`config.mk`:
```
export PLATFORM = sky130hd
export DESIGN_NAME = aes_front
export DESIGN_NICKNAME = d
export VERILOG_FILES = /design/src/design/aes_pkg.sv /design/src/design/aes_front.sv
export SDC_FILE = /design/constraint.sdc
export NUM_CORES = 1
export LEC_CHECK = 0
export BUFFER_PORTS_ARGS = -buffer_cell sky130_fd_sc_hd__clkbuf_2
export CAP_MARGIN = 15
export CORE_MARGIN = 10
export CORE_UTILIZATION = 40
export DETAILED_ROUTE_END_ITERATION = 10
export SLEW_MARGIN = 25
export SYNTH_ARGS = -nofsm -noshare
export SYNTH_HDL_FRONTEND = slang
export SYNTH_SLANG_ARGS = --single-unit
```
`constraint.sdc`:
```
create_clock -name clk -period 2.8 [get_ports clk]
set_clock_uncertainty 0.2 [all_clocks]
set_input_delay 0.28 -clock clk [delete_from_list [all_inputs] [get_ports clk]]
set_output_delay 0.28 -clock clk [all_outputs]
set_load 0.01 [all_outputs]
```
`src/design/aes_pkg.sv`:
```
// Package for the AES-256 counter-mode keystream block.
// Holds payload structs, the S-box, round helpers and shared constants; no dependencies.
package aes_pkg;

	localparam int MaxGroups = 16;
	localparam int NumCfg = 5;
	localparam int NumRk = 15;

	typedef enum logic [2:0] {
		CFG_KEY0  = 3'd0,
		CFG_KEY1  = 3'd1,
		CFG_KEY2  = 3'd2,
		CFG_KEY3  = 3'd3,
		CFG_NONCE = 3'd4
	} cfg_idx_t;

	typedef struct packed {
		logic       restart;
		logic [4:0] block_count;
	} req_t;

	typedef struct packed {
		logic [63:0] keystream_low;
		logic [63:0] keystream_high;
		logic        last;
	} rsp_t;

	// Command passed from the front end to the cipher engine.
	typedef struct packed {
		logic       restart;
		logic [6:0] blocks;
	} cmd_t;

	typedef enum logic [1:0] {
		ENG_IDLE,
		ENG_EXPAND,
		ENG_RUN
	} eng_state_t;

	function automatic logic [7:0] sbox(input logic [7:0] a);
		logic [7:0] r;
		case (a)
			8'h00: r=8'h63; 8'h01: r=8'h7c; 8'h02: r=8'h77; 8'h03: r=8'h7b;
			8'h04: r=8'hf2; 8'h05: r=8'h6b; 8'h06: r=8'h6f; 8'h07: r=8'hc5;
			8'h08: r=8'h30; 8'h09: r=8'h01; 8'h0a: r=8'h67; 8'h0b: r=8'h2b;
			8'h0c: r=8'hfe; 8'h0d: r=8'hd7; 8'h0e: r=8'hab; 8'h0f: r=8'h76;
			8'h10: r=8'hca; 8'h11: r=8'h82; 8'h12: r=8'hc9; 8'h13: r=8'h7d;
			8'h14: r=8'hfa; 8'h15: r=8'h59; 8'h16: r=8'h47; 8'h17: r=8'hf0;
			8'h18: r=8'had; 8'h19: r=8'hd4; 8'h1a: r=8'ha2; 8'h1b: r=8'haf;
			8'h1c: r=8'h9c; 8'h1d: r=8'ha4; 8'h1e: r=8'h72; 8'h1f: r=8'hc0;
			8'h20: r=8'hb7; 8'h21: r=8'hfd; 8'h22: r=8'h93; 8'h23: r=8'h26;
			8'h24: r=8'h36; 8'h25: r=8'h3f; 8'h26: r=8'hf7; 8'h27: r=8'hcc;
			8'h28: r=8'h34; 8'h29: r=8'ha5; 8'h2a: r=8'he5; 8'h2b: r=8'hf1;
			8'h2c: r=8'h71; 8'h2d: r=8'hd8; 8'h2e: r=8'h31; 8'h2f: r=8'h15;
			8'h30: r=8'h04; 8'h31: r=8'hc7; 8'h32: r=8'h23; 8'h33: r=8'hc3;
			8'h34: r=8'h18; 8'h35: r=8'h96; 8'h36: r=8'h05; 8'h37: r=8'h9a;
			8'h38: r=8'h07; 8'h39: r=8'h12; 8'h3a: r=8'h80; 8'h3b: r=8'he2;
			8'h3c: r=8'heb; 8'h3d: r=8'h27; 8'h3e: r=8'hb2; 8'h3f: r=8'h75;
			8'h40: r=8'h09; 8'h41: r=8'h83; 8'h42: r=8'h2c; 8'h43: r=8'h1a;
			8'h44: r=8'h1b; 8'h45: r=8'h6e; 8'h46: r=8'h5a; 8'h47: r=8'ha0;
			8'h48: r=8'h52; 8'h49: r=8'h3b; 8'h4a: r=8'hd6; 8'h4b: r=8'hb3;
			8'h4c: r=8'h29; 8'h4d: r=8'he3; 8'h4e: r=8'h2f; 8'h4f: r=8'h84;
			8'h50: r=8'h53; 8'h51: r=8'hd1; 8'h52: r=8'h00; 8'h53: r=8'hed;
			8'h54: r=8'h20; 8'h55: r=8'hfc; 8'h56: r=8'hb1; 8'h57: r=8'h5b;
			8'h58: r=8'h6a; 8'h59: r=8'hcb; 8'h5a: r=8'hbe; 8'h5b: r=8'h39;
			8'h5c: r=8'h4a; 8'h5d: r=8'h4c; 8'h5e: r=8'h58; 8'h5f: r=8'hcf;
			8'h60: r=8'hd0; 8'h61: r=8'hef; 8'h62: r=8'haa; 8'h63: r=8'hfb;
			8'h64: r=8'h43; 8'h65: r=8'h4d; 8'h66: r=8'h33; 8'h67: r=8'h85;
			8'h68: r=8'h45; 8'h69: r=8'hf9; 8'h6a: r=8'h02; 8'h6b: r=8'h7f;
			8'h6c: r=8'h50; 8'h6d: r=8'h3c; 8'h6e: r=8'h9f; 8'h6f: r=8'ha8;
			8'h70: r=8'h51; 8'h71: r=8'ha3; 8'h72: r=8'h40; 8'h73: r=8'h8f;
			8'h74: r=8'h92; 8'h75: r=8'h9d; 8'h76: r=8'h38; 8'h77: r=8'hf5;
			8'h78: r=8'hbc; 8'h79: r=8'hb6; 8'h7a: r=8'hda; 8'h7b: r=8'h21;
			8'h7c: r=8'h10; 8'h7d: r=8'hff; 8'h7e: r=8'hf3; 8'h7f: r=8'hd2;
			8'h80: r=8'hcd; 8'h81: r=8'h0c; 8'h82: r=8'h13; 8'h83: r=8'hec;
			8'h84: r=8'h5f; 8'h85: r=8'h97; 8'h86: r=8'h44; 8'h87: r=8'h17;
			8'h88: r=8'hc4; 8'h89: r=8'ha7; 8'h8a: r=8'h7e; 8'h8b: r=8'h3d;
			8'h8c: r=8'h64; 8'h8d: r=8'h5d; 8'h8e: r=8'h19; 8'h8f: r=8'h73;
			8'h90: r=8'h60; 8'h91: r=8'h81; 8'h92: r=8'h4f; 8'h93: r=8'hdc;
			8'h94: r=8'h22; 8'h95: r=8'h2a; 8'h96: r=8'h90; 8'h97: r=8'h88;
			8'h98: r=8'h46; 8'h99: r=8'hee; 8'h9a: r=8'hb8; 8'h9b: r=8'h14;
			8'h9c: r=8'hde; 8'h9d: r=8'h5e; 8'h9e: r=8'h0b; 8'h9f: r=8'hdb;
			8'ha0: r=8'he0; 8'ha1: r=8'h32; 8'ha2: r=8'h3a; 8'ha3: r=8'h0a;
			8'ha4: r=8'h49; 8'ha5: r=8'h06; 8'ha6: r=8'h24; 8'ha7: r=8'h5c;
			8'ha8: r=8'hc2; 8'ha9: r=8'hd3; 8'haa: r=8'hac; 8'hab: r=8'h62;
			8'hac: r=8'h91; 8'had: r=8'h95; 8'hae: r=8'he4; 8'haf: r=8'h79;
			8'hb0: r=8'he7; 8'hb1: r=8'hc8; 8'hb2: r=8'h37; 8'hb3: r=8'h6d;
			8'hb4: r=8'h8d; 8'hb5: r=8'hd5; 8'hb6: r=8'h4e; 8'hb7: r=8'ha9;
			8'hb8: r=8'h6c; 8'hb9: r=8'h56; 8'hba: r=8'hf4; 8'hbb: r=8'hea;
			8'hbc: r=8'h65; 8'hbd: r=8'h7a; 8'hbe: r=8'hae; 8'hbf: r=8'h08;
			8'hc0: r=8'hba; 8'hc1: r=8'h78; 8'hc2: r=8'h25; 8'hc3: r=8'h2e;
			8'hc4: r=8'h1c; 8'hc5: r=8'ha6; 8'hc6: r=8'hb4; 8'hc7: r=8'hc6;
			8'hc8: r=8'he8; 8'hc9: r=8'hdd; 8'hca: r=8'h74; 8'hcb: r=8'h1f;
			8'hcc: r=8'h4b; 8'hcd: r=8'hbd; 8'hce: r=8'h8b; 8'hcf: r=8'h8a;
			8'hd0: r=8'h70; 8'hd1: r=8'h3e; 8'hd2: r=8'hb5; 8'hd3: r=8'h66;
			8'hd4: r=8'h48; 8'hd5: r=8'h03; 8'hd6: r=8'hf6; 8'hd7: r=8'h0e;
			8'hd8: r=8'h61; 8'hd9: r=8'h35; 8'hda: r=8'h57; 8'hdb: r=8'hb9;
			8'hdc: r=8'h86; 8'hdd: r=8'hc1; 8'hde: r=8'h1d; 8'hdf: r=8'h9e;
			8'he0: r=8'he1; 8'he1: r=8'hf8; 8'he2: r=8'h98; 8'he3: r=8'h11;
			8'he4: r=8'h69; 8'he5: r=8'hd9; 8'he6: r=8'h8e; 8'he7: r=8'h94;
			8'he8: r=8'h9b; 8'he9: r=8'h1e; 8'hea: r=8'h87; 8'heb: r=8'he9;
			8'hec: r=8'hce; 8'hed: r=8'h55; 8'hee: r=8'h28; 8'hef: r=8'hdf;
			8'hf0: r=8'h8c; 8'hf1: r=8'ha1; 8'hf2: r=8'h89; 8'hf3: r=8'h0d;
			8'hf4: r=8'hbf; 8'hf5: r=8'he6; 8'hf6: r=8'h42; 8'hf7: r=8'h68;
			8'hf8: r=8'h41; 8'hf9: r=8'h99; 8'hfa: r=8'h2d; 8'hfb: r=8'h0f;
			8'hfc: r=8'hb0; 8'hfd: r=8'h54; 8'hfe: r=8'hbb; 8'hff: r=8'h16;
			default: r = 8'h00;
		endcase
		return r;
	endfunction

	function automatic logic [7:0] xtime(input logic [7:0] a);
		return {a[6:0], 1'b0} ^ (a[7] ? 8'h1b : 8'h00);
	endfunction

	// State is 16 bytes, byte i at bits [8*i+7:8*i] (little-endian).
	function automatic logic [127:0] enc_round(input logic [127:0] s, input logic [127:0] k,
			input logic final_round);
		logic [127:0] t;
		logic [7:0]   a0, a1, a2, a3, al;
		for (int c = 0; c < 4; c++) begin
			for (int row = 0; row < 4; row++) begin
				t[8*(row+4*c) +: 8] = sbox(s[8*(row + 4*((c + row) % 4)) +: 8]);
			end
		end
		if (!final_round) begin
			for (int c = 0; c < 4; c++) begin
				a0 = t[32*c +: 8];
				a1 = t[32*c+8 +: 8];
				a2 = t[32*c+16 +: 8];
				a3 = t[32*c+24 +: 8];
				al = a0 ^ a1 ^ a2 ^ a3;
				t[32*c +: 8]    = a0 ^ al ^ xtime(a0 ^ a1);
				t[32*c+8 +: 8]  = a1 ^ al ^ xtime(a1 ^ a2);
				t[32*c+16 +: 8] = a2 ^ al ^ xtime(a2 ^ a3);
				t[32*c+24 +: 8] = a3 ^ al ^ xtime(a3 ^ a0);
			end
		end
		return t ^ k;
	endfunction

	function automatic logic [31:0] sub_word(input logic [31:0] w);
		return {sbox(w[31:24]), sbox(w[23:16]), sbox(w[15:8]), sbox(w[7:0])};
	endfunction

endpackage

```
`src/design/aes_front.sv`:
```
// Front end: accepts requests, saturates the group count and queues commands.
// Depends on aes_pkg; feeds aes_engine through a two-entry queue.
module aes_front (
	input  logic          clk,
	input  logic          arst_n,
	input  logic          in_valid,
	output logic          in_ready,
	input  aes_pkg::req_t in_data,
	output logic          cmd_valid,
	input  logic          cmd_ready,
	output aes_pkg::cmd_t cmd_data
);

	aes_pkg::cmd_t fifo_q [2];
	logic          wr_ptr_q, rd_ptr_q;
	logic [1:0]    count_q;
	logic          push, pop;
	logic [4:0]    groups;
	aes_pkg::cmd_t cmd_new;

	assign in_ready  = (count_q != 2'd2);
	assign cmd_valid = (count_q != 2'd0);
	assign cmd_data  = fifo_q[rd_ptr_q];
	assign push      = in_valid && in_ready;
	assign pop       = cmd_valid && cmd_ready;

	always_comb begin
		groups = (in_data.block_count > 5'(aes_pkg::MaxGroups)) ?
			5'(aes_pkg::MaxGroups) : in_data.block_count;
		cmd_new.restart = in_data.restart;
		cmd_new.blocks  = {groups, 2'b00};
	end

	always_ff @(posedge clk) begin
		if (push) begin
			fifo_q[wr_ptr_q] <= cmd_new;
		end
	end

	always_ff @(posedge clk or negedge arst_n) begin
		if (!arst_n) begin
			wr_ptr_q <= 1'b0;
			rd_ptr_q <= 1'b0;
			count_q  <= 2'd0;
		end else begin
			if (push) wr_ptr_q <= ~wr_ptr_q;
			if (pop) rd_ptr_q <= ~rd_ptr_q;
			count_q <= count_q + {1'b0, push} - {1'b0, pop};
		end
	end

endmodule

```
# ---- After elaboration in Yosys (flattened, before gate mapping)
# Memory sizes are Yosys's and may differ from the RTL's.
# Cells that the tools add are included.
dict set report totals {
  ff_bits 4
  latchBits 0
  ramBits 12
  romBits 0
  input_bits 10
  word_cells 16
  n_memories 1
}
# name depth word_bits rd rd_ports_with_merged_regs write_ports line
set mem_list {}
lappend mem_list {fifo_q 2 6 1 0 1 aes_front.sv:14} ;# aes_pkg::cmd_t fifo_q [2];
dict set report classes {
  n_addsub 2
  multipliers 0
  n_div 0
  n_lt_le_gt_ge 1
  eq_ne 1
  n_shift 0
  n_mux 3
  bitwise 2
  n_reduce_logical 3
}
# cell count
set op_table {}
lappend op_table {{$gt 5x5->1 const B} 1}
lappend op_table {{$mux 5} 1}
lappend op_table {{$add 2x1->2} 1}
lappend op_table {{$logic_and 1x1->1} 2}
lappend op_table {{$mux 1} 2}
lappend op_table {{$ne 2x2->1 const B} 1}
lappend op_table {{$not 1->1} 2}
lappend op_table {{$reduce_bool 2->1} 1}
lappend op_table {{$sub 2x1->2} 1}

# ---- Longest topological paths before layout
# Gate-level depths: netlist (run 1).
dict set report depth {
  word_depth 4
  mapped_depth 5
}

# ---- Worst setup path before layout (run 1)
# OpenSTA, ideal clock, no wires.
dict set report synth_timing {
  path_kind {flip-flop to flip-flop}
  startpoint {reg count_q[0]}
  endpoint {mem fifo_q[0][0] in the netlist's numbering (enable)}
  t_arrival_ns 0.989
  setup_slack_ns 1.261
  stages_incl_launch_ff 4
  path_buffers 0
  period_less_slack_ns 1.539
  path_cell_list {dfrtp_1 > nand2b_1 > nand2_1 > nor2_1}
}
dict set report synth_between {
  elab_chain_cells 4
}
# item line
set synth_lines {}
lappend synth_lines {{from (decl)} aes_front.sv:16} ;# logic [1:0] count_q;
lappend synth_lines {{from (signal assigned)} aes_front.sv:48} ;# count_q <= count_q + {1'b0, push} - {1'b0, pop};
lappend synth_lines {{$ne 2x2->1} aes_front.sv:21} ;# assign in_ready = (count_q != 2'd2);
lappend synth_lines {{net in_ready} aes_front.sv:7} ;# output logic in_ready,
lappend synth_lines {{$logic_and 1x1->1} aes_front.sv:24} ;# assign push = in_valid && in_ready;
lappend synth_lines {{$mux 1} aes_front.sv:35} ;# if (push) begin
lappend synth_lines {{$mux 1 (implied by the code)} aes_front.sv:36} ;# fifo_q[wr_ptr_q] <= cmd_new;
lappend synth_lines {{to (decl)} aes_front.sv:14}
# The timed path passes the listed nets, and every way through them passes these cells.

==> results of run 1 <==
==> stage by stage <==
step                hold slack [ns]  cells  area, um^2  total power [mW]
finish                       0.0613     86         832             0.773
global route                 0.0650     86         832             0.838
CTS                          0.0588     86         832             0.789
detailed placement           -0.104     80         786             0.663
global placement             -0.105     80         786             0.658
floorplan                    -0.216     50         703             0.571
==> power by group <==
part	leakage, nW	switching, mW	internal (mW)
Clock	0.0154	0.0693	0.0518
Combinational	0.169	0.123	0.136
Sequential	0.160	0.0579	0.335
Total	0.345	0.250	0.523
==> state kept, by name (all words and copies together) (netlist names) <==
signal and cells:
rd_ptr_q 1, wr_ptr_q 1, fifo_q 12, count_q 2
==> logic make-up after synthesis <==
group / share of synthesized area [%]
AOI/OAI and AO/OA: 4.47
xor gates and xnor gates: 3.76
adders and majority gates: 1.79
buffers and inverters: 3.40
DFF: 65.8
muxes: 9.66
other: 0.536
and+or+nand+nor: 10.6
==> final cells by class <==
type | instances | area, um^2
tap | 17 | 21.3
fill | 158 | 857
multi-input combinational | 30 | 219
sequential | 16 | 460
timing repair buffer | 19 | 105
clock buffer | 3 | 22.5
clock inverter | 1 | 3.75
==> synthesized netlist by cell type <==
cell | number | area, um^2
sky130_fd_sc_hd__edfxtp_1 | 12 | 360
sky130_fd_sc_hd__mux2_2 | 6 | 67.6
sky130_fd_sc_hd__nor2b_1 | 5 | 31.3
sky130_fd_sc_hd__dfrtp_1 | 4 | 100
sky130_fd_sc_hd__nor2_1 | 3 | 11.3
sky130_fd_sc_hd__xnor2_1 | 3 | 26.3
sky130_fd_sc_hd__buf_4 | 2 | 15.0
sky130_fd_sc_hd__nand2_1 | 2 | 7.51
sky130_fd_sc_hd__a211oi_1 | 1 | 7.51
sky130_fd_sc_hd__a21bo_1 | 1 | 10.0
sky130_fd_sc_hd__a32oi_1 | 1 | 8.76
sky130_fd_sc_hd__and3_1 | 1 | 6.26
sky130_fd_sc_hd__buf_2 | 1 | 5.00
sky130_fd_sc_hd__clkbuf_1 | 1 | 3.75
sky130_fd_sc_hd__conb_1 | 1 | 3.75
sky130_fd_sc_hd__ha_1 | 1 | 12.5
sky130_fd_sc_hd__nand2b_1 | 1 | 6.26
sky130_fd_sc_hd__nand3_1 | 1 | 5.00
sky130_fd_sc_hd__o21ai_0 | 1 | 5.00
sky130_fd_sc_hd__or2_2 | 1 | 6.26
==> path summary, 6_finish.rpt <==
| check | to | cells after the start |
|---|---|---|
| setup / recovery | cmd_data[2] | 2 |
| hold / removal | fifo_q[0][4] | 1 |
| setup reg to reg | fifo_q[0][2] | 3 |
| hold reg to reg | wr_ptr_q | 1 |
| max in group asynchronous | count_q[0] | 2 |
| min in group asynchronous | rd_ptr_q | 2 |
==> routing by layer <==
layer  share of wire [%]  track usage (%)  wire (um)  vias up
li1                    -                -          -      209
met1                  37             7.18        458      194
met2                  51             11.7        632       11
met3                 9.4             4.27        116        4
met4                 2.3             5.73         29        0
met5                   0                0          0        -
==> repair_timing <==
| item | in CTS | in global routing |
|---|---|---|
| hold buffers | 2 | 0 |
| gates resized for setup | 0 | 0 |
| hold endpoints to repair | 6 | 0 |
| setup buffers | 0 | 0 |
==> metrics.csv, run 1 <==
stage;metric;value;unit
sta;setup_repair_after_global_routing_missed_its_margin;no;
routing;dr_iter_0_viols;2;
yosys;number_of_storage_elements_in_the_synthesis_netlist;16;
critical_path;critical_path.n_buffers_inverters;1;
critical_path;reg2reg_from;count_q[0];
sta;max_clock_freq;551;MHz
global_routing;global_route_wire_length_before_repair;1970;um
critical_path;startpoint_type_of_the_worst_setup_path;flip-flop;
global_routing;grtUsageTotal;7.49;%
routing;drc;0;
critical_path;required_time_reported_for_the_critical_path_endpoint;2.32;ns
clocking;htree_levels;1;
cells_and_area;post_route_cells_drive_above_1_share;39.1;%
flow_run;maxCapViolCount;0;
power_and_ir_drop;p_leak;0.345;nW
yosys;synth-seq-area-share;65.8;%
critical_path;path_cells;mux2_2 > clkbuf_2;
placed_design;buffer_ports.inserted;17;
yosys;synthesis.area_per_instance;14.3;um^2
yosys;synthDistinctLibCells;20;
clocking;root_buffer;sky130_fd_sc_hd__clkbuf_4;
sta;max_slew.worst_pin.slew;0.520;ns
critical_path;timing.critical_path.to_type;primary output;
die;die_area;3820;um^2
critical_path;worst-endpoint-arrival;1.34;ns
hold_path;hold_path.class;in -> reg;
sta;period_needed;1.82;ns
routing;firstDrtPassIters;2;
cells_and_area;post-route-util;49.3;%
sta;final_hold_viol_count;0;
yosys;syn_inst;49;
routing;vias_per_cell;4.86;
cells_and_area;num-nets-final;81;
routing;ant_nets;0;
clocking;clk_transition_reported_paths;0.09;ns
die;die_h;61.8;um
die;die_w;61.8;um
sta;setup_viol;0;
global_routing;grt_pass1_vias;431;
critical_path;path_delay_family;flip-flops;
sta;timing.slew.headroom;65.2;%
critical_path;timing.critical_path.slowest_cell_delay;0.54;ns
power_and_ir_drop;irDropWorstVdd;447;uV
routing;route.vias.total;418;
clocking;tritoncts;done;
die;row_count;15;
die;ioPinCount;20;
placed_design;dp_hpwl;958;um
routing;postRouteWirelength;1240;um
critical_path;cp_slowest_cell;sky130_fd_sc_hd__dfrtp_1;
global_routing;total_congestion_overflow;0;
cells_and_area;final_cell_mix;sky130_fd_sc_hd__clkbuf_2 (17), sky130_fd_sc_hd__edfxtp_1 (12), sky130_fd_sc_hd__mux2_2 (6);
clocking;cts-buffers-inserted;3;
routing;routed_wire_length_per_instance;14.4;um
die;design.core.area;1690;um^2
critical_path;criticalPathCategory;reg -> out;
critical_path;startpoint_of_the_worst_setup_timing_path;rd_ptr_q;
placed_design;gp_routability_congestion;0.734;
yosys;syn-cell-area;699;um^2
critical_path;crit_path_max_fanout;7;
clocking;clkLatencyLatePin;0.29;ns
yosys;ys.warnings.count;0;
sta;timing.final.ws_setup;0.984;ns
placed_design;dpl_worst_slack;1.12;ns
cells_and_area;area.growth.synth_to_final;19.0;%
power_and_ir_drop;power.density;929;nW/um^2
global_routing;initial_antenna_violation_count;0;
sta;final_worst_path_period_share;64.8;%
sta;drv_slew;0;
clocking;clock-sinks;16;
status;run_status;complete, no violations;
critical_path;reg2reg_slack;1.13;ns
global_routing;grt_start_max_net_pins;10;
clocking;ctsLongestPathBuffers;2;
cells_and_area;final_common_cell;sky130_fd_sc_hd__clkbuf_2;
die;initial_core_util;41.4;%
sta;timing.setup.tns;0;ns
hold_path;hold_start;in_data[4];
cells_and_area;antennaDiodeCount;0;
(Power assumes the default switching activity.)
==> run 2: changes to the inputs <==
- PLACE_DENSITY: default -> 0.67
- clock period: 2.8 -> 1.65 ns (I/O delays scaled with it)
==> run 2 against run 1 <==
Against the previous run:
- setup slack got worse by 0.92 ns
- sequential power increased by 70%
- largest cell class unchanged
- non-clock buffer count rose by 4
- routed wire length grew 3.2%
- via count increased by 3.1%
- combinational power increased by 85%
- utilization increased by 2.1 points
- design area grew 4.4%
- critical endpoint is now cmd_data[3]
- clock-buffer cell count up 1
- clock power rose by 72%
- critical path type unchanged
==> metrics.csv, run 2 (synthesis results as in run 1) <==
stage;metric;value;unit
cells_and_area;total_area_of_multi_input_combinational_cells;219;um^2
critical_path;worst-endpoint-arrival;1.22;ns
critical_path;cp_slowest_cell;sky130_fd_sc_hd__dfrtp_2;
routing;drc;0;
power_and_ir_drop;irDropWorstVdd;780;uV
cells_and_area;area.growth.synth_to_final;24.2;%
critical_path;timing.critical_path.slowest_cell_delay;0.46;ns
cells_and_area;final_area;868;um^2
sta;setup_viol;0;
global_routing;total_congestion_overflow;0;
global_routing;grt_pass1_vias;468;
sta;drv_slew;0;
cells_and_area;ff_latch_area;462;um^2
cells_and_area;reg_top3;fifo_q (12), count_q (2);
clocking;htree_levels;1;
global_routing;grt_start_max_net_pins;10;
routing;postRouteWirelength;1280;um
sta;period_needed;1.59;ns
clocking;root_buffer;sky130_fd_sc_hd__clkbuf_4;
sta;final_worst_path_period_share;96.1;%
routing;vias_per_cell;4.79;
die;die_h;61.8;um
status;run_status;complete, no violations;
cells_and_area;fillCellCount;153;
die;row_count;15;
cells_and_area;largest_register_ffs;12;
cells_and_area;post_route_cells_drive_above_1_share;41.1;%
placed_design;dpl_worst_slack;0.172;ns
cells_and_area;final_common_cell;sky130_fd_sc_hd__clkbuf_2;
die;ioPinCount;20;
clocking;ctsLongestPathBuffers;2;
placed_design;gp_routability_congestion;0.676;
critical_path;timing.critical_path.to_type;primary output;
critical_path;criticalPathCategory;reg -> out;
cells_and_area;antennaDiodeCount;0;
die;initial_core_util;41.4;%
die;die_w;61.8;um
routing;route.vias.total;431;
global_routing;grtUsageTotal;7.75;%
routing;dr_iter_0_viols;4;
clocking;clock-sinks;16;
power_and_ir_drop;power;1.36;mW
cells_and_area;top_register;fifo_q;
routing;routed_wire_length_per_instance;14.2;um
critical_path;path_cells;mux2_2 > clkbuf_2;
power_and_ir_drop;p_leak;0.362;nW
critical_path;startpoint_type_of_the_worst_setup_path;flip-flop;
die;die_area;3820;um^2
clocking;tritoncts;done;
clocking;cts-buffers-inserted;3;
routing;ant_nets;0;
critical_path;required_time_reported_for_the_critical_path_endpoint;1.28;ns
sta;max_clock_freq;631;MHz
sta;timing.final.ws_setup;0.0640;ns
power_and_ir_drop;power.density;1560;nW/um^2
sta;setup_repair_after_global_routing_missed_its_margin;no;
die;design.core.area;1690;um^2
flow_run;maxCapViolCount;0;
cells_and_area;final_cell_mix;sky130_fd_sc_hd__clkbuf_2 (17), sky130_fd_sc_hd__edfxtp_1 (12), sky130_fd_sc_hd__mux2_2 (6);
clocking;clkLatencyLatePin;0.27;ns
cells_and_area;num-nets-final;85;
sta;timing.setup.tns;0;ns
global_routing;initial_antenna_violation_count;0;
hold_path;hold_path.class;in -> async;
routing;firstDrtPassIters;4;
critical_path;crit_path_max_fanout;7;
sta;final_hold_viol_count;0;
placed_design;postPlaceCellArea;793;um^2
clocking;clk_transition_reported_paths;0.09;ns
global_routing;global_route_wire_length_before_repair;2130;um
placed_design;buffer_ports.inserted;17;
[run 2: report_power, final]
group	total [mW]	switching (mW)	internal, mW
clock network	0.208	0.115	0.0936
logic	0.480	0.221	0.260
registers	0.667	0.0962	0.571
total	1.36	0.432	0.924
[run 2: final cells by class]
type | count | share of cell area (%)
Clock buffer | 4 | 3.03
Sequential cell | 16 | 53.2
Tap cell | 17 | 2.45
Timing Repair Buffer | 23 | 16.1
Multi-Input combinational cell | 30 | 25.2
[run 2: critical path: cells and delay by family, from the launching register on]
kind,cells,cell delay [ns]
buffers and inverters,1,0.13
flip-flops,1,0.46
multiplexers,1,0.36
[run 2: final timing paths]
check                      startpoint      endpoint  slack, ns  cells after the start
setup / recovery             rd_ptr_q   cmd_data[3]       0.06                      2
hold / removal                 arst_n    count_q[0]       0.02                      2
setup reg to reg           count_q[0]  fifo_q[1][4]       0.17                      2
hold reg to reg              wr_ptr_q      wr_ptr_q       0.30                      1
max in group asynchronous      arst_n      rd_ptr_q       1.09                      2
min in group clk             in_valid      wr_ptr_q       0.02                      3
[run 2: timing repair]
action,4_1_cts,5_1_grt
buffers inserted,0,1
resized for setup,1,0
endpoints found under the hold margin,9,0
setup endpoints to repair,6,3
hold buffers,4,0
[run 2: metal layers]
layer | track usage, % | vias to the layer above | part of all wire [%]
met2 | 11.7 | 9 | 51
met3 | 2.85 | 2 | 4.7
li1 | - | 216 | -
met5 | 0 | - | 0
met1 | 9.48 | 204 | 43
met4 | 3.82 | 0 | 0.94
[run 2: per-stage QoR]
step                utilization (%)  std cells  hold slack (ns)
global route                   51.4         90           0.0398
floorplan                         -         50           -0.331
finish                         51.4         90           0.0219
CTS                            51.0         89           0.0160
global placement               47.0         81           -0.219
detailed placement             47.0         81           -0.220
